==> config.mk <==
export PLATFORM = sky130hd
export DESIGN_NAME = melody_string_note_sequencer_top
export DESIGN_NICKNAME = d
export VERILOG_FILES = /design/src/rtl/core/msns_pkg.sv /design/src/rtl/core/msns_core.sv /design/src/rtl/core/msns_outq.sv /design/src/rtl/core/melody_string_note_sequencer_top.sv
export SDC_FILE = /design/constraint.sdc
export NUM_CORES = 1
export LEC_CHECK = 0
export ABC_AREA = 1
export BUFFER_PORTS_ARGS = -buffer_cell sky130_fd_sc_hd__buf_2
export CELL_PAD_IN_SITES_DETAIL_PLACEMENT = 0
export CELL_PAD_IN_SITES_GLOBAL_PLACEMENT = 1
export CORE_AREA = 10 10 196 198
export CTS_BUF_LIST = sky130_fd_sc_hd__clkbuf_4 sky130_fd_sc_hd__clkbuf_8 sky130_fd_sc_hd__clkbuf_16
export DETAILED_ROUTE_END_ITERATION = 10
export DIE_AREA = 0 0 206 208
export PLACE_DENSITY_LB_ADDON = 0.1
export REMOVE_ABC_BUFFERS = 1
export SYNTH_ARGS = -nofsm -noshare
export SYNTH_HDL_FRONTEND = slang
export SYNTH_SLANG_ARGS = --single-unit
==> constraint.sdc <==
create_clock -name clk -period 6.9 [get_ports clk]
set_input_delay 1.38 -clock clk [delete_from_list [all_inputs] [get_ports clk]]
set_output_delay 1.38 -clock clk [all_outputs]
set_load 0.005 [all_outputs]
==> src/rtl/core/msns_pkg.sv <==
// Types, codes and the period table of the melody string note sequencer.
package msns_pkg;

	localparam int unsigned FULL_W = 13;
	localparam int unsigned PER_W  = 16;
	localparam int unsigned DUR_W  = 16;

	localparam logic [1:0] MODE_CHAR       = 2'd0;
	localparam logic [1:0] MODE_TONE_START = 2'd1;
	localparam logic [1:0] MODE_TONE_STOP  = 2'd2;
	localparam logic [1:0] MODE_RESTART    = 2'd3;

	localparam logic [1:0] ACT_LOAD    = 2'd0;
	localparam logic [1:0] ACT_SILENCE = 2'd1;
	localparam logic [1:0] ACT_KEEP    = 2'd2;
	localparam logic [1:0] ACT_FINISH  = 2'd3;

	localparam logic [1:0] ARM_NONE = 2'd0;
	localparam logic [1:0] ARM_NOTE = 2'd1;
	localparam logic [1:0] ARM_TONE = 2'd2;

	localparam logic [1:0] ROW_FLAT    = 2'd0;
	localparam logic [1:0] ROW_NATURAL = 2'd1;
	localparam logic [1:0] ROW_SHARP   = 2'd2;

	localparam logic [2:0]         OCT_RESET  = 3'd2;
	localparam logic [FULL_W-1:0]  FULL_RESET = 13'd2000;

	localparam logic [7:0] CH_FLAT   = 8'h62; // b
	localparam logic [7:0] CH_SHARP  = 8'h64; // d
	localparam logic [7:0] CH_DOWN   = 8'h2C; // ,
	localparam logic [7:0] CH_UP     = 8'h27; // '
	localparam logic [7:0] CH_SLUR   = 8'h7E; // ~
	localparam logic [7:0] CH_REST   = 8'h52; // R
	localparam logic [7:0] CH_A      = 8'h41;
	localparam logic [7:0] CH_G      = 8'h47;
	localparam logic [7:0] CH_ZERO   = 8'h30;
	localparam logic [7:0] CH_NINE   = 8'h39;
	localparam logic [7:0] CH_END    = 8'h00;

	typedef enum logic [4:0] {
		PH_NOTE = 5'b00001,
		PH_ALT  = 5'b00010,
		PH_OCT  = 5'b00100,
		PH_DUR  = 5'b01000,
		PH_SEP  = 5'b10000
	} phase_t;

	typedef struct packed {
		logic [1:0]       mode;
		logic [7:0]       char_code;
		logic [PER_W-1:0] tone_period;
		logic [DUR_W-1:0] tone_duration_ms;
	} req_t;

	typedef struct packed {
		logic [1:0]       action;
		logic [PER_W-1:0] period;
		logic [DUR_W-1:0] duration_ms;
		logic [1:0]       arm_timer;
		logic             last;
	} rsp_t;

	function automatic logic [PER_W-1:0] rom_period(input logic [1:0] row,
			input logic [2:0] col);
		logic [1:0] r;
		logic [2:0] c;
		logic [PER_W-1:0] p;
		r = (row == 2'd3) ? ROW_NATURAL : row;
		c = (col == 3'd7) ? 3'd0 : col;
		p = '0;
		case ({r, c})
			{ROW_FLAT, 3'd0}:    p = 16'd20248;
			{ROW_FLAT, 3'd1}:    p = 16'd18039;
			{ROW_FLAT, 3'd2}:    p = 16'd16071;
			{ROW_FLAT, 3'd3}:    p = 16'd15169;
			{ROW_FLAT, 3'd4}:    p = 16'd13514;
			{ROW_FLAT, 3'd5}:    p = 16'd12039;
			{ROW_FLAT, 3'd6}:    p = 16'd10726;
			{ROW_NATURAL, 3'd0}: p = 16'd19111;
			{ROW_NATURAL, 3'd1}: p = 16'd17026;
			{ROW_NATURAL, 3'd2}: p = 16'd15169;
			{ROW_NATURAL, 3'd3}: p = 16'd14317;
			{ROW_NATURAL, 3'd4}: p = 16'd12755;
			{ROW_NATURAL, 3'd5}: p = 16'd11364;
			{ROW_NATURAL, 3'd6}: p = 16'd10124;
			{ROW_SHARP, 3'd0}:   p = 16'd18039;
			{ROW_SHARP, 3'd1}:   p = 16'd16071;
			{ROW_SHARP, 3'd2}:   p = 16'd14317;
			{ROW_SHARP, 3'd3}:   p = 16'd13514;
			{ROW_SHARP, 3'd4}:   p = 16'd12039;
			{ROW_SHARP, 3'd5}:   p = 16'd10726;
			{ROW_SHARP, 3'd6}:   p = 16'd9556;
			default:             p = '0;
		endcase
		return p;
	endfunction

endpackage

==> src/rtl/core/msns_core.sv <==
// Character parser, tune state and command generation for one item per cycle while fire is high.
module msns_core #(
	parameter int unsigned OCTAVE_STEPS = 5
) (
	input  logic                          clk,
	input  logic                          arst_n,
	input  logic                          fire,
	input  msns_pkg::req_t                item,
	input  logic [msns_pkg::FULL_W-1:0]   full_note_ms,
	output logic [1:0]                    nres,
	output msns_pkg::rsp_t                res0,
	output msns_pkg::rsp_t                res1
);

	msns_pkg::phase_t phase_q, phase_n;
	logic [2:0]  col_q, col_n;
	logic [1:0]  row_q, row_n;
	logic [2:0]  oct_q, oct_n;
	logic [15:0] base_q, base_n;
	logic [15:0] ntime_q, ntime_n;
	logic        pend_q, pend_n;
	logic        snow_q, snow_n;
	logic [15:0] prev_q, prev_n;
	logic        ovl_q, ovl_n;
	logic [15:0] rest_q, rest_n;

	function automatic logic [2:0] wrap_up(input logic [2:0] o);
		logic [3:0] v;
		v = {1'b0, o} + 4'd1;
		for (int i = 0; i < 8; i++) begin
			if (v >= 4'(OCTAVE_STEPS))
				v = v - 4'(OCTAVE_STEPS);
		end
		return v[2:0];
	endfunction

	always_comb begin
		logic [7:0]  c;
		logic [7:0]  cidx;
		logic        is_char, is_b, is_d, is_oct, is_dig, is_letter;
		logic        st_alt, st_oct, st_dur, st_sep, emit, term_note;
		logic [15:0] np;
		logic [1:0]  act;
		logic [15:0] per;
		logic [3:0]  dsh;
		msns_pkg::rsp_t note_r, fin_r;

		c         = item.char_code;
		is_b      = (c == msns_pkg::CH_FLAT);
		is_d      = (c == msns_pkg::CH_SHARP);
		is_oct    = (c == msns_pkg::CH_DOWN) || (c == msns_pkg::CH_UP);
		is_dig    = (c >= msns_pkg::CH_ZERO) && (c <= msns_pkg::CH_NINE);
		is_letter = (c >= msns_pkg::CH_A) && (c <= msns_pkg::CH_G);
		is_char   = (item.mode == msns_pkg::MODE_CHAR) && (c != msns_pkg::CH_END);
		dsh       = 4'(c - msns_pkg::CH_ZERO);
		cidx      = c - msns_pkg::CH_A + 8'd5;

		phase_n = phase_q;
		col_n   = col_q;
		row_n   = row_q;
		oct_n   = oct_q;
		base_n  = base_q;
		ntime_n = ntime_q;
		pend_n  = pend_q;
		snow_n  = snow_q;
		prev_n  = prev_q;
		ovl_n   = ovl_q;
		rest_n  = rest_q;
		emit      = 1'b0;
		term_note = 1'b0;
		nres      = 2'd0;
		res0      = '0;
		res1      = '0;

		st_alt = (phase_q == msns_pkg::PH_ALT);
		st_oct = (phase_q == msns_pkg::PH_OCT) || (st_alt && !is_b && !is_d);
		st_dur = (phase_q == msns_pkg::PH_DUR) || (st_oct && !is_oct);
		st_sep = (phase_q == msns_pkg::PH_SEP) || (st_dur && !is_dig);

		fin_r        = '0;
		fin_r.action = msns_pkg::ACT_FINISH;
		fin_r.last   = 1'b1;

		case (item.mode)
			msns_pkg::MODE_TONE_START: begin
				rest_n = prev_q;
				ovl_n  = 1'b1;
				nres   = 2'd1;
				res0.action      = msns_pkg::ACT_LOAD;
				res0.period      = item.tone_period;
				res0.duration_ms = item.tone_duration_ms;
				res0.arm_timer   = (item.tone_duration_ms != '0) ? msns_pkg::ARM_TONE
					: msns_pkg::ARM_NONE;
				res0.last        = 1'b1;
			end
			msns_pkg::MODE_TONE_STOP: begin
				ovl_n  = 1'b0;
				rest_n = '0;
				nres   = 2'd1;
				res0.action = (rest_q != '0) ? msns_pkg::ACT_LOAD : msns_pkg::ACT_SILENCE;
				res0.period = rest_q;
				res0.last   = 1'b1;
			end
			msns_pkg::MODE_RESTART: begin
				phase_n = msns_pkg::PH_NOTE;
				oct_n   = msns_pkg::OCT_RESET;
				ntime_n = {3'd0, full_note_ms >> 2};
				pend_n  = 1'b0;
			end
			default: begin
				if (is_char) begin
					if (phase_q == msns_pkg::PH_NOTE) begin
						if (is_letter) begin
							col_n   = (cidx >= 8'd7) ? 3'(cidx - 8'd7) : cidx[2:0];
							snow_n  = pend_q;
							phase_n = msns_pkg::PH_ALT;
						end else if (c == msns_pkg::CH_REST) begin
							base_n  = '0;
							snow_n  = pend_q;
							phase_n = msns_pkg::PH_DUR;
						end
					end else begin
						if (st_alt) begin
							row_n = is_b ? msns_pkg::ROW_FLAT
								: (is_d ? msns_pkg::ROW_SHARP : msns_pkg::ROW_NATURAL);
							phase_n = msns_pkg::PH_OCT;
						end
						if (st_oct) begin
							if (c == msns_pkg::CH_DOWN) begin
								if (oct_q != '0)
									oct_n = oct_q - 3'd1;
							end else if (c == msns_pkg::CH_UP) begin
								oct_n = wrap_up(oct_q);
							end else begin
								base_n = msns_pkg::rom_period(row_n, col_q);
							end
							phase_n = msns_pkg::PH_OCT;
						end
						if (st_dur) begin
							if (is_dig)
								ntime_n = {3'd0, full_note_ms >> dsh};
							phase_n = msns_pkg::PH_SEP;
						end
						if (st_sep) begin
							pend_n  = (c == msns_pkg::CH_SLUR);
							phase_n = msns_pkg::PH_NOTE;
							emit    = 1'b1;
						end
					end
				end else begin
					phase_n = msns_pkg::PH_NOTE;
					if (phase_q != msns_pkg::PH_NOTE) begin
						if (st_alt)
							row_n = msns_pkg::ROW_NATURAL;
						if (st_alt || phase_q == msns_pkg::PH_OCT)
							base_n = msns_pkg::rom_period(row_n, col_q);
						emit      = 1'b1;
						term_note = 1'b1;
					end
				end
			end
		endcase

		np  = base_n >> oct_n;
		act = msns_pkg::ACT_KEEP;
		per = '0;
		if (np != prev_q || !snow_n) begin
			if (ovl_q) begin
				if (emit)
					rest_n = (base_n != '0) ? np : '0;
			end else if (base_n != '0) begin
				act = msns_pkg::ACT_LOAD;
				per = np;
			end else
				act = msns_pkg::ACT_SILENCE;
		end
		note_r.action      = act;
		note_r.period      = per;
		note_r.duration_ms = ntime_n;
		note_r.arm_timer   = msns_pkg::ARM_NOTE;
		note_r.last        = !term_note;

		if (emit) begin
			prev_n = np;
			res0   = note_r;
			res1   = fin_r;
			nres   = term_note ? 2'd2 : 2'd1;
		end else if (item.mode == msns_pkg::MODE_CHAR && !is_char) begin
			res0 = fin_r;
			nres = 2'd1;
		end
	end

	always_ff @(posedge clk or negedge arst_n) begin
		if (!arst_n) begin
			phase_q <= msns_pkg::PH_NOTE;
			col_q   <= '0;
			row_q   <= msns_pkg::ROW_NATURAL;
			oct_q   <= msns_pkg::OCT_RESET;
			base_q  <= '0;
			ntime_q <= {3'd0, msns_pkg::FULL_RESET >> 2};
			pend_q  <= 1'b0;
			snow_q  <= 1'b0;
			prev_q  <= '0;
			ovl_q   <= 1'b0;
			rest_q  <= '0;
		end else if (fire) begin
			phase_q <= phase_n;
			col_q   <= col_n;
			row_q   <= row_n;
			oct_q   <= oct_n;
			base_q  <= base_n;
			ntime_q <= ntime_n;
			pend_q  <= pend_n;
			snow_q  <= snow_n;
			prev_q  <= prev_n;
			ovl_q   <= ovl_n;
			rest_q  <= rest_n;
		end
	end

endmodule

==> src/rtl/core/msns_outq.sv <==
// Four-entry result queue taking up to two results per cycle.
module msns_outq (
	input  logic           clk,
	input  logic           arst_n,
	input  logic [1:0]     push_n,
	input  msns_pkg::rsp_t push0,
	input  msns_pkg::rsp_t push1,
	output logic           room,
	output logic           rsp_valid,
	input  logic           rsp_ready,
	output msns_pkg::rsp_t rsp
);

	msns_pkg::rsp_t mem [4];
	logic [1:0] wp_q, rp_q;
	logic [2:0] cnt_q;
	logic       pop;

	assign rsp_valid = (cnt_q != 3'd0);
	assign pop       = rsp_valid && rsp_ready;
	assign room      = (cnt_q <= 3'd2);
	assign rsp       = mem[rp_q];

	always_ff @(posedge clk) begin
		if (push_n != 2'd0)
			mem[wp_q] <= push0;
		if (push_n == 2'd2)
			mem[wp_q + 2'd1] <= push1;
	end

	always_ff @(posedge clk or negedge arst_n) begin
		if (!arst_n) begin
			wp_q  <= '0;
			rp_q  <= '0;
			cnt_q <= '0;
		end else begin
			wp_q  <= wp_q + push_n;
			rp_q  <= rp_q + {1'b0, pop};
			cnt_q <= cnt_q + {1'b0, push_n} - {2'd0, pop};
		end
	end

endmodule

==> src/rtl/core/melody_string_note_sequencer_top.sv <==
// Top level of the melody string note sequencer.
//  channel | dir | payload         | transfer when
//  req     | in  | msns_pkg::req_t | req_valid & req_ready
//  rsp     | out | msns_pkg::rsp_t | rsp_valid & rsp_ready
//  cfg     | in  | full_note_ms    | cfg_valid & cfg_ready
// One item per cycle while the queue has room: an item is registered, then
// parsed and turned combinationally into its results, which go to a four-entry result queue.
// The input register advances only while the queue has room for two results,
// so a stalled rsp channel drops req_ready once three results wait in the
// queue and one more item is held in the input register.
// Reset clears all control state; no clearing pass is needed.
module melody_string_note_sequencer_top #(
	parameter int unsigned OCTAVE_STEPS = 5
) (
	input  logic                        clk,
	input  logic                        arst_n,
	input  logic                        req_valid,
	output logic                        req_ready,
	input  msns_pkg::req_t              req,
	output logic                        rsp_valid,
	input  logic                        rsp_ready,
	output msns_pkg::rsp_t              rsp,
	input  logic                        cfg_valid,
	output logic                        cfg_ready,
	input  logic [msns_pkg::FULL_W-1:0] cfg_data
);

	msns_pkg::req_t item_s1;
	logic           valid_s1;
	logic           room, fire;
	logic [1:0]     nres, push_n;
	msns_pkg::rsp_t res0, res1;
	logic [msns_pkg::FULL_W-1:0] full_q;

	assign cfg_ready = 1'b1;
	assign fire      = valid_s1 && room;
	assign req_ready = !valid_s1 || fire;
	assign push_n    = fire ? nres : 2'd0;

	always_ff @(posedge clk or negedge arst_n) begin
		if (!arst_n)
			full_q <= msns_pkg::FULL_RESET;
		else if (cfg_valid)
			full_q <= cfg_data;
	end

	always_ff @(posedge clk or negedge arst_n) begin
		if (!arst_n)
			valid_s1 <= 1'b0;
		else if (req_ready)
			valid_s1 <= req_valid;
	end

	always_ff @(posedge clk) begin
		if (req_ready && req_valid)
			item_s1 <= req;
	end

	msns_core #(
		.OCTAVE_STEPS(OCTAVE_STEPS)
	) u_core (
		.clk          (clk),
		.arst_n       (arst_n),
		.fire         (fire),
		.item         (item_s1),
		.full_note_ms (full_q),
		.nres         (nres),
		.res0         (res0),
		.res1         (res1)
	);

	msns_outq u_outq (
		.clk       (clk),
		.arst_n    (arst_n),
		.push_n    (push_n),
		.push0     (res0),
		.push1     (res1),
		.room      (room),
		.rsp_valid (rsp_valid),
		.rsp_ready (rsp_ready),
		.rsp       (rsp)
	);

endmodule
### Yosys cells after proc, flatten, opt, wreduce, memory -nomap -nowiden

Memory sizes are Yosys's and may differ from the RTL's.
Index checks and enable logic that the tools add are counted.

| word-level totals | value |
|---|---|
| register bits after elaboration | 143 |
| RAM bits | 148 |
| memory bits (read-only) | 960 |
| output and inout bits | 40 |
| logic and storage cells | 272 |
| memories kept | 3 |

Memories:

| memory | words | width | rd ports | clocked after Yosys merged registers in | wr ports | line | text |
|---|---|---|---|---|---|---|---|
| (no name shown) | 32 | 15 | 1 | 0 | 0 | msns_pkg.sv:72 | `case ({r, c})` |
| (no name shown) | 32 | 15 | 1 | 0 | 0 | msns_pkg.sv:72 |  |
| u_outq.mem | 4 | 37 | 1 | 0 | 2 | msns_outq.sv:14 | `msns_pkg::rsp_t mem [4];` |

| operators by class | value |
|---|---|
| $add $sub $neg | 19 |
| order comparisons | 14 |
| eq/ne operators | 24 |
| shift-type cells | 2 |
| multiplexer cells | 142 |
| bitwise gates (word level) | 2 |
| reduce and logical (&&, ||, !) cells | 46 |

Operator list:

| cell | number |
|---|---|
| 2-to-1 mux 16 bit | 20 |
| 2-to-1 mux 4 bit | 49 |
| 2-to-1 mux 37 bit | 3 |
| one-hot mux 16 bit (2 select lines) | 2 |
| nonzero test 16 bit | 3 |
| 2-to-1 mux 2 bit | 22 |
| 2-to-1 mux 5 bit | 8 |
| one-hot mux 18 bit (2 select lines) | 1 |
| == test 8 x 7 -> 1 bit, second input constant | 4 |
| >= comparator 4 x 3 -> 1 bit, second input constant | 8 |
| subtractor 4 x 3 -> 4 bit, second input constant | 7 |
| 2-to-1 mux 3 bit | 9 |
| 2-to-1 mux 1 bit | 23 |
| 2-to-1 mux 18 bit | 1 |
| == test 8 x 6 -> 1 bit, second input constant | 2 |
| != test 16 bit | 1 |
| >> shifter 16 x 3 -> 16 bit | 1 |
| >> shifter 13 x 4 -> 13 bit | 1 |
| logical AND 1 bit | 11 |
| == test 2 bit, second input constant | 5 |
| one-hot mux 5 bit (2 select lines) | 1 |
| AND reduction 5 bit | 2 |
| nonzero test 2 bit | 5 |
| adder 8 x 3 -> 8 bit, second input constant | 1 |
| 39 further kinds | 59 |

### Longest topological paths before layout

Gate-level depths: netlist of run 1.

| logic depth | value |
|---|---|
| depth after elaboration | 70 |
| depth in mapped cells | 37 |
| depth with buffers taken out | 35 |

### Modules after synthesis

From an unflattened synthesis of run 1, not the netlist that was laid out.

| unflattened totals | value |
|---|---|
| cells, all modules | 2,405 |
| area total of the unflattened synthesis | 18,745.5 um^2 |

By module, submodules not included:

| module | instances | cells an instance | area each (um^2) | seq. area each (um^2) |
|---|---|---|---|---|
| msns_core | 1 | 1,476 | 9,044.9 | 2,013.2 |
| msns_outq | 1 | 819 | 7,838.8 | 4,619.4 |
| melody_string_note_sequencer_top | 1 | 110 | 1,861.8 | 1,619.1 |

### Worst setup path before layout of run 1

Ideal clock, no wire load.

| timing | value |
|---|---|
| path kind | input-to-reg |
| start | input req_valid |
| end | register item_s1[0] (netlist name) (enable) |
| arrival time | 3.478 ns |
| required time | 6.445 ns |
| setup slack | 2.967 ns |
| stages on the path | 2 |
| path buffers | 0 |
| path through | inv_1 -> a21oi_1 |

| between the ends | value |
|---|---|
| longest elaborated chain between the ends | 1 |

RTL lines:

| item | line | text |
|---|---|---|
| start: declaration | melody_string_note_sequencer_top.sv:17 | `input logic req_valid,` |
| logical AND 1 bit | melody_string_note_sequencer_top.sv:55 | `if (req_ready && req_valid)` |
| end signal: assignment | melody_string_note_sequencer_top.sv:56 | `item_s1 <= req;` |
| end: declaration | melody_string_note_sequencer_top.sv:28 | `msns_pkg::req_t item_s1;` |

Every way passes these cells.
A chain may end at the register's enable or synchronous reset.

==> results of run 1 <==
tightest hold or removal path: cells and delay by family (launching register included):
kind / cells / cell delay, ns
and+or+nand+nor: 2 / 0.10
DFF: 1 / 0.30
power groups by stage:
stage / registers (mW) / clock network (mW) / logic [mW]
global placement: 2.70 / 0 / 3.96
floorplan: 2.66 / 0 / 2.67
finish: 2.70 / 1.93 / 4.03
global route: 2.76 / 2.04 / 4.55
CTS: 2.68 / 1.97 / 4.04
detailed placement: 2.71 / 0 / 4.02
layer usage:
layer / vias to the layer above / part of all wire
li1: 7883 / -
met1: 7668 / 0.46
met2: 495 / 0.45
met3: 71 / 0.059
met4: 0 / 0.021
met5: - / 0
worst min path at each step:
stage	slack (ns)	to	cells past startpoint	from
after floorplan	0.42	u_outq.mem[1][19]	2	u_outq.mem[1][19]
after global placement	0.43	u_outq.mem[2][28]	2	u_outq.mem[2][28]
after detailed placement	0.43	u_outq.mem[1][26]	2	u_outq.mem[1][26]
after CTS	0.45	u_outq.mem[2][32]	2	u_outq.mem[2][32]
after global routing	0.47	u_outq.mem[1][30]	2	u_outq.mem[1][30]
final	0.45	u_outq.mem[2][32]	2	u_outq.mem[2][32]
flip-flops by register name, indices dropped and copies added (netlist names):
| name | count |
|---|---|
| full_q | 13 |
| item_s1 | 42 |
| u_core.base_q | 16 |
| u_core.col_q | 3 |
| u_core.ntime_q | 16 |
| u_core.oct_q | 3 |
| u_core.ovl_q | 1 |
| u_core.pend_q | 1 |
| u_core.phase_q | 5 |
| u_core.prev_q | 16 |
| u_core.rest_q | 16 |
| u_core.row_q | 2 |
| u_core.snow_q | 1 |
| u_outq.cnt_q | 3 |
| u_outq.mem | 148 |
| u_outq.rp_q | 2 |
| u_outq.wp_q | 2 |
| valid_s1 | 1 |
final cells by class:
class                      instances  area, um^2
clock buffer                      46        1030
clock inverter                    20         190
fill                            3408       15700
inverter                         202         759
multi-input combinational       1717        8570
sequential                       291        6890
tap                              455         569
timing repair buffer             121         666
cells in the final DEF (no fill, tap or decap), types with 14 or more instances in the layout:
master | synthesis | routed
o21ai_1 | 18 | 18
dfxtp_1 | 136 | 136
buf_4 | 3 | 24
inv_1 | 181 | 180
nand3_2 | 25 | 25
inv_2 | 13 | 15
edfxtp_1 | 54 | 54
nand2_2 | 28 | 28
buf_2 | 22 | 97
a21oi_1 | 30 | 29
nand3_1 | 170 | 170
ha_1 | 29 | 29
o211ai_1 | 14 | 14
clkbuf_16 | 0 | 37
nor2_1 | 177 | 174
dfstp_2 | 15 | 15
o21ai_0 | 251 | 251
a22o_1 | 68 | 68
nand4_1 | 24 | 24
dfrtp_1 | 86 | 85
nand2_1 | 721 | 721
o22ai_1 | 61 | 61
kinds of logic after synthesis:
kind of cell             count (synthesis)
multiplexers                             6
flip-flops                             291
adder cells (fa/ha/maj)                 30
XOR/XNOR                                 7
AND/OR/NAND/NOR                       1178
other                                    1
AO/OA/AOI/OAI                          495
buffers and inverters                  324
==> impl_metrics.env, run 1 <==
export IMPL_outcome="finished, final reports clean"
export IMPL_cp_end_kind="flop"
export IMPL_drc_errors=0
export IMPL_p_per_area_nw_per_um2=464
export IMPL_grt_overflow=0
export IMPL_worst_slack_ns=1.07
export IMPL_clk_pin_slew_ns=0.06
export IMPL_synth_seq_area_share=0.412
export IMPL_critPathKind="reg -> reg"
export IMPL_numCtsBuffers=36
export IMPL_grt_pass1_wl_mm=84.0
export IMPL_routedWlPerCell_um=18.6
export IMPL_layout_min_cycle_time_ns=5.83
export IMPL_hp_class="reg -> reg"
export IMPL_design_area_um2=18700
export IMPL_p_sw_frac=0.450
export IMPL_core_area_um2=34400
export IMPL_port_buffers=98
export IMPL_power_frac_comb=0.465
export IMPL_cpMostUsedCell="nand2_1"
export IMPL_rows=68
export IMPL_worstSetupStartpoint="item_s1[32]"
export IMPL_post_synth_top_area_cell="dfxtp_1"
export IMPL_netlist_area_um2=16700
export IMPL_synth_cells=2332
export IMPL_cts_hold_buf=0
export IMPL_cp_data_arrival_time_ns=6.24
export IMPL_power_mw=8.66
export IMPL_internal_power_mw=4.76
export IMPL_cp_depth=24
export IMPL_die_area_um2=42800
export IMPL_r2r_cells=24
export IMPL_first_iter_violations=1411
export IMPL_setup_viol=0
export IMPL_numClockSinks=291
export IMPL_grt_pass1_vias=15226
export IMPL_synth_edf_count=54
export IMPL_slowest_stage="edfxtp_1"
export IMPL_cts_tree="yes"
export IMPL_final_hold_viol_count=0
export IMPL_ys_seq_elements=291
export IMPL_ant_nets=0
export IMPL_worstPathCellList="inv_1 -> ha_1 -> nand2_1 -> nor2_2 -> inv_2 -> nand3_1 -> nand2_1 -> nand2_2 -> inv_2 -> a31oi_1 -> o211ai_2 -> nand2_1 -> inv_2 -> nor2_2 -> buf_4 -> nand2_1 -> nand2_1 -> inv_1 -> nand2_1 -> nand2_1 -> clkinv_1 -> buf_4 -> nand2_1 -> o21ai_0"
export IMPL_cp_num_buf_inv=8
export IMPL_power_switching_mw=3.90
export IMPL_critPathRequiredTime_ns=7.31
export IMPL_rsz0062_at_grt="false"
export IMPL_reg2reg_from="item_s1[32]"
export IMPL_htreeDepth=2
export IMPL_placedCellCount=2786
export IMPL_whs_ns=0.448
export IMPL_slew_viol_final=0
export IMPL_ys_warn_count=0
export IMPL_grt_busiest_layer="met2"
export IMPL_synthFlopType="dfxtp_1"
export IMPL_clk_latency_ns=0.56
export IMPL_via_count=16117
export IMPL_synth_compound_area_frac=0.180
export IMPL_synthTopCellsByArea="dfxtp_1, nand2_1, dfrtp_1"
export IMPL_use_met3=0.0356
export IMPL_max_vdd_ir_drop_uv=339
export IMPL_wl_mm=53.1
export IMPL_fmax_ghz=0.171
export IMPL_drive_above_1_share=0.122
export IMPL_io_pins=100
export IMPL_n_antenna_cell=0
export IMPL_synth_most_common_cell="nand2_1"
export IMPL_synth_commonest_cells="nand2_1, o21ai_0, inv_1"
export IMPL_drtPass1Iterations=5
export IMPL_cp_slowest_stage_delay_ns=0.84
export IMPL_use_met2=0.377
export IMPL_final_core_utilization=0.543
export IMPL_synth_fa_ha_area_frac=0.0229
export IMPL_synth_mux_area_frac=0.00374
export IMPL_fin_tns_setup_ns=0
export IMPL_cts_repair_resized=0
export IMPL_fin_skew_ns=0.0229
export IMPL_leakagePower_nw=8.67
export IMPL_crit_path_end="u_outq.mem[2][1]"
export IMPL_tightest_slew_ns=0.977
export IMPL_pwr_share_seq=0.312
export IMPL_synthXorXnorAreaFrac=0.00366
export IMPL_die_height_um=208
export IMPL_pwr_share_clk=0.223
export IMPL_worstSetupStartpointType="flop"
export IMPL_place_congestion=0.921
export IMPL_max_cap_violations=0
export IMPL_vias_per_cell=5.65
export IMPL_cp_top_family="buffers and inverters"
export IMPL_fin_crit_sh=0.845
export IMPL_synthSimpleGateAreaFrac=0.300
export IMPL_grt_max_degree=81
export IMPL_clockRootBuffer="clkbuf_16"
export IMPL_r2r_setup_slack_ns=1.07
export IMPL_slew_headroom=0.346
export IMPL_area_growth_pct=11.6
export IMPL_nNetsFinal=2459
export IMPL_avgSynthCellArea_um2=7.17
export IMPL_dp_hpwl_mm=36.8
export IMPL_dp_slack_ns=1.15
export IMPL_post_cts_buffers=0
export IMPL_grtUsageMet1=0.341
export IMPL_grt_total_usage=0.242
export IMPL_start_util=0.487
export IMPL_regToRegEndpoint="u_outq.mem[2][1]"
export IMPL_synth_async_reset_ratio=0.347
export IMPL_fin_cells=2852
export IMPL_placed_cell_area_um2=17500
export IMPL_antenna_found_initial=0
export IMPL_cp_max_fo=28
export IMPL_synth_cell_types=58
export IMPL_die_x_um=206
export IMPL_synth_top_area_frac=0.163
export IMPL_synth_top_family_by_area="simple AND/OR/NAND/NOR gates"
export IMPL_cts_buffer_depth=3
(Power assumes the default switching activity.)
==> run 2, diff against run 1 <==
- ABC_AREA: 1 -> 0
- CORE_AREA: 10 10 196 198 -> 10 10 208 210
- DIE_AREA: 0 0 206 208 -> 0 0 218 220
- clock period: 6.9 -> 5 ns (I/O delays scaled with it)
==> run 2 against run 1 <==
Against the previous run: the flow now finishes with violations (setup timing); setup slack worse by 1.7 ns; synthesized area down 0.38%; first-iteration DRC count down 14%; wire length up 10%; final area up 14%; critical endpoint is now u_core.rest_q[4]; largest cell class unchanged; largest power group unchanged; highest routed layer unchanged.
==> impl_metrics.env, run 2 <==
export IMPL_violations="setup timing"
export IMPL_avgSynthCellArea_um2=8.96
export IMPL_slew_viol_final=0
export IMPL_hp_start="u_outq.mem[0][3]"
export IMPL_ant_nets=0
export IMPL_max_vdd_ir_drop_uv=265
export IMPL_numClockSinks=291
export IMPL_fin_crit_sh=1.13
export IMPL_cts_hold_buf=0
export IMPL_layout_min_cycle_time_ns=5.66
export IMPL_synthTopCellsByArea="dfxtp_1, dfrtp_1, edfxtp_1"
export IMPL_wl_mm=58.6
export IMPL_leakagePower_nw=8.86
export IMPL_drtPass1Iterations=7
export IMPL_core_area_um2=39300
export IMPL_outcome="finished, violations left"
export IMPL_grt_pass1_wl_mm=90.7
export IMPL_reg2reg_from="u_core.oct_q[1]"
export IMPL_fill_cells=3671
export IMPL_netlist_area_um2=16700
export IMPL_regToRegEndpoint="u_core.rest_q[4]"
export IMPL_synth_most_common_cell="nand2_1"
export IMPL_drive_above_1_share=0.305
export IMPL_nNetsFinal=2239
export IMPL_critPathKind="reg -> reg"
export IMPL_synth_seq_area_share=0.413
export IMPL_p_per_area_nw_per_um2=569
export IMPL_max_cap_violations=0
export IMPL_cts_buffer_depth=3
export IMPL_clk_pin_slew_ns=0.06
export IMPL_synth_top_area_frac=0.163
export IMPL_via_count=15660
export IMPL_ys_warn_count=0
export IMPL_fin_skew_ns=0.0260
export IMPL_drc_errors=0
export IMPL_placed_cell_area_um2=19400
export IMPL_grt_max_degree=71
export IMPL_setup_viol=88
export IMPL_synth_edf_count=54
export IMPL_grt_total_usage=0.240
export IMPL_numCtsBuffers=35
export IMPL_grt_pass1_vias=15559
export IMPL_fin_cells=2700
export IMPL_clockRootBuffer="clkbuf_16"
export IMPL_ys_seq_elements=291
export IMPL_tightest_slew_ns=1.05
export IMPL_port_buffers=98
export IMPL_die_area_um2=48000
export IMPL_cts_tree="yes"
export IMPL_cp_max_fo=8
export IMPL_cp_data_arrival_time_ns=6.14
export IMPL_die_x_um=218
export IMPL_r2r_cells=20
export IMPL_htreeDepth=2
export IMPL_vias_per_cell=5.80
export IMPL_whs_endpoint="u_outq.mem[0][3]"
export IMPL_routedWlPerCell_um=21.7
export IMPL_post_synth_top_area_cell="dfxtp_1"
export IMPL_die_height_um=220
export IMPL_synth_commonest_cells="nand2_1, o21ai_0, nand3_1"
export IMPL_area_growth_pct=27.4
export IMPL_place_congestion=0.913
export IMPL_synth_cell_types=98
export IMPL_largest_reg_flops=148
export IMPL_synthFlopType="dfxtp_1"
export IMPL_synth_cells=1861
export IMPL_clk_latency_ns=0.56
export IMPL_io_pins=100
export IMPL_worstSetupStartpointType="flop"
export IMPL_final_common_cell="buf_4"
export IMPL_min_path_cells=2
export IMPL_hp_class="reg -> reg"
export IMPL_cp_end_kind="flop"
export IMPL_rows=73
export IMPL_worst_slack_ns=-0.658
export IMPL_final_cell_mix="buf_4, nand2_1, nand3_1"
export IMPL_slew_headroom=0.302
export IMPL_rsz0062_at_grt="true"
export IMPL_dp_slack_ns=-0.936
export IMPL_fmax_ghz=0.177
export IMPL_synth_async_reset_ratio=0.347
export IMPL_design_area_um2=21200
export IMPL_grt_overflow=0
export IMPL_n_antenna_cell=0
export IMPL_critPathRequiredTime_ns=5.48
export IMPL_start_util=0.424
export IMPL_fin_tns_setup_ns=-49.27
export IMPL_antenna_found_initial=0
export IMPL_placedCellCount=2619
export IMPL_top_register="u_outq.mem"
export IMPL_top_regs="u_outq.mem (148), item_s1 (42)"
export IMPL_r2r_setup_slack_ns=-0.66
export IMPL_final_hold_viol_count=0
export IMPL_first_iter_violations=1219
export IMPL_dp_hpwl_mm=43.4
[run 2: cell count changes after synthesis, sizes merged, moves of 21 or more]
| cell | previous run | this run |
|---|---|---|
| nand2 | 751 | 277 |
| inv | 194 | 35 |
| nor2 | 185 | 90 |
| o21ai | 269 | 204 |
| a22o | 68 | 11 |
| a21oi | 32 | 85 |
| o22ai | 61 | 16 |
| mux4 | 0 | 43 |
| nand3 | 195 | 158 |
| mux2 | 2 | 34 |
| clkbuf | 84 | 114 |
| a22oi | 1 | 26 |
| and3 | 0 | 21 |
[run 2: final cells by class]
class	instances	area, um^2	area share
Sequential cell	291	6890	0.325
Timing Repair Buffer	400	2920	0.138
Clock inverter	12	125	0.00589
Multi-Input combinational cell	1385	9470	0.446
Clock buffer	51	1030	0.0487
Inverter	36	138	0.00648
Tap cell	525	657	0.0309
[run 2: power by group]
group / total, mW / internal, mW / leakage (nW) / switching, mW
registers: 3.92 / 3.23 / 2.90 / 0.687
clock network: 2.55 / 1.50 / 0.580 / 1.05
logic: 5.61 / 2.52 / 5.38 / 3.09
total: 12.1 / 7.25 / 8.86 / 4.83
[run 2: worst max-delay path by stage]
| stage | from | to | slack [ns] | cells after the start |
|---|---|---|---|---|
| after detailed placement | u_core.oct_q[1] | u_outq.mem[1][35] | -0.94 | 24 |
| after CTS | u_core.oct_q[1] | u_core.rest_q[6] | -0.67 | 22 |
| after global routing | u_core.oct_q[1] | u_core.rest_q[8] | -0.84 | 20 |
| after global placement | u_core.oct_q[1] | u_outq.mem[1][35] | -0.81 | 24 |
| after floorplan | u_core.oct_q[0] | u_outq.mem[3][19] | -1.39 | 19 |
| final | u_core.oct_q[1] | u_core.rest_q[4] | -0.66 | 20 |
[run 2: cell families after synthesis]
family	share of synthesized area
simple gates	0.202
flops	0.413
fa+ha+maj	0.0230
other cells	0.000225
xor+xnor	0.0120
mux	0.0957
compound gates	0.208
buf+inv	0.0450
[run 2: layer usage]
layer	global-route usage	routed length, um	vias to the layer above
met5	0	0	-
met4	0.0764	1480	0
met3	0.0281	2700	88
met2	0.410	28700	420
met1	0.310	25800	7693
li1	-	-	7459
[run 2: per-stage QoR]
step                      hold WS, ns   util  power (mW)
final                           0.454  0.541        12.1
after global routing            0.472  0.541        12.9
after CTS                       0.454  0.534        12.0
after detailed placement        0.446  0.495        9.25
after global placement          0.439  0.495        9.20
after floorplan                 0.431      -        6.75
[run 2: worst max-delay path: stages (launching register included)]
cell      delay, ns
dfstp_2        0.59
inv_4          0.06
ha_1           0.31
buf_4          0.17
nor4_2         0.21
a211oi_2       0.10
ha_2           0.19
and3_4         0.15
or2_4          0.25
o311a_4        0.33
a21oi_4        0.18
mux2_4         0.34
a221oi_2       0.26
o211ai_1       0.12
or4_1          0.55
or4b_1         0.52
or4_4          0.47
buf_6          0.16
o31ai_4        0.27
buf_6          0.19
a221o_1        0.15
[run 2: what timing repair did]
item,CTS,global route
buffers inserted,11,7
gates resized for setup,108,58
endpoints found under the setup margin,88,88
pin swaps,29,32
gates cloned,1,1
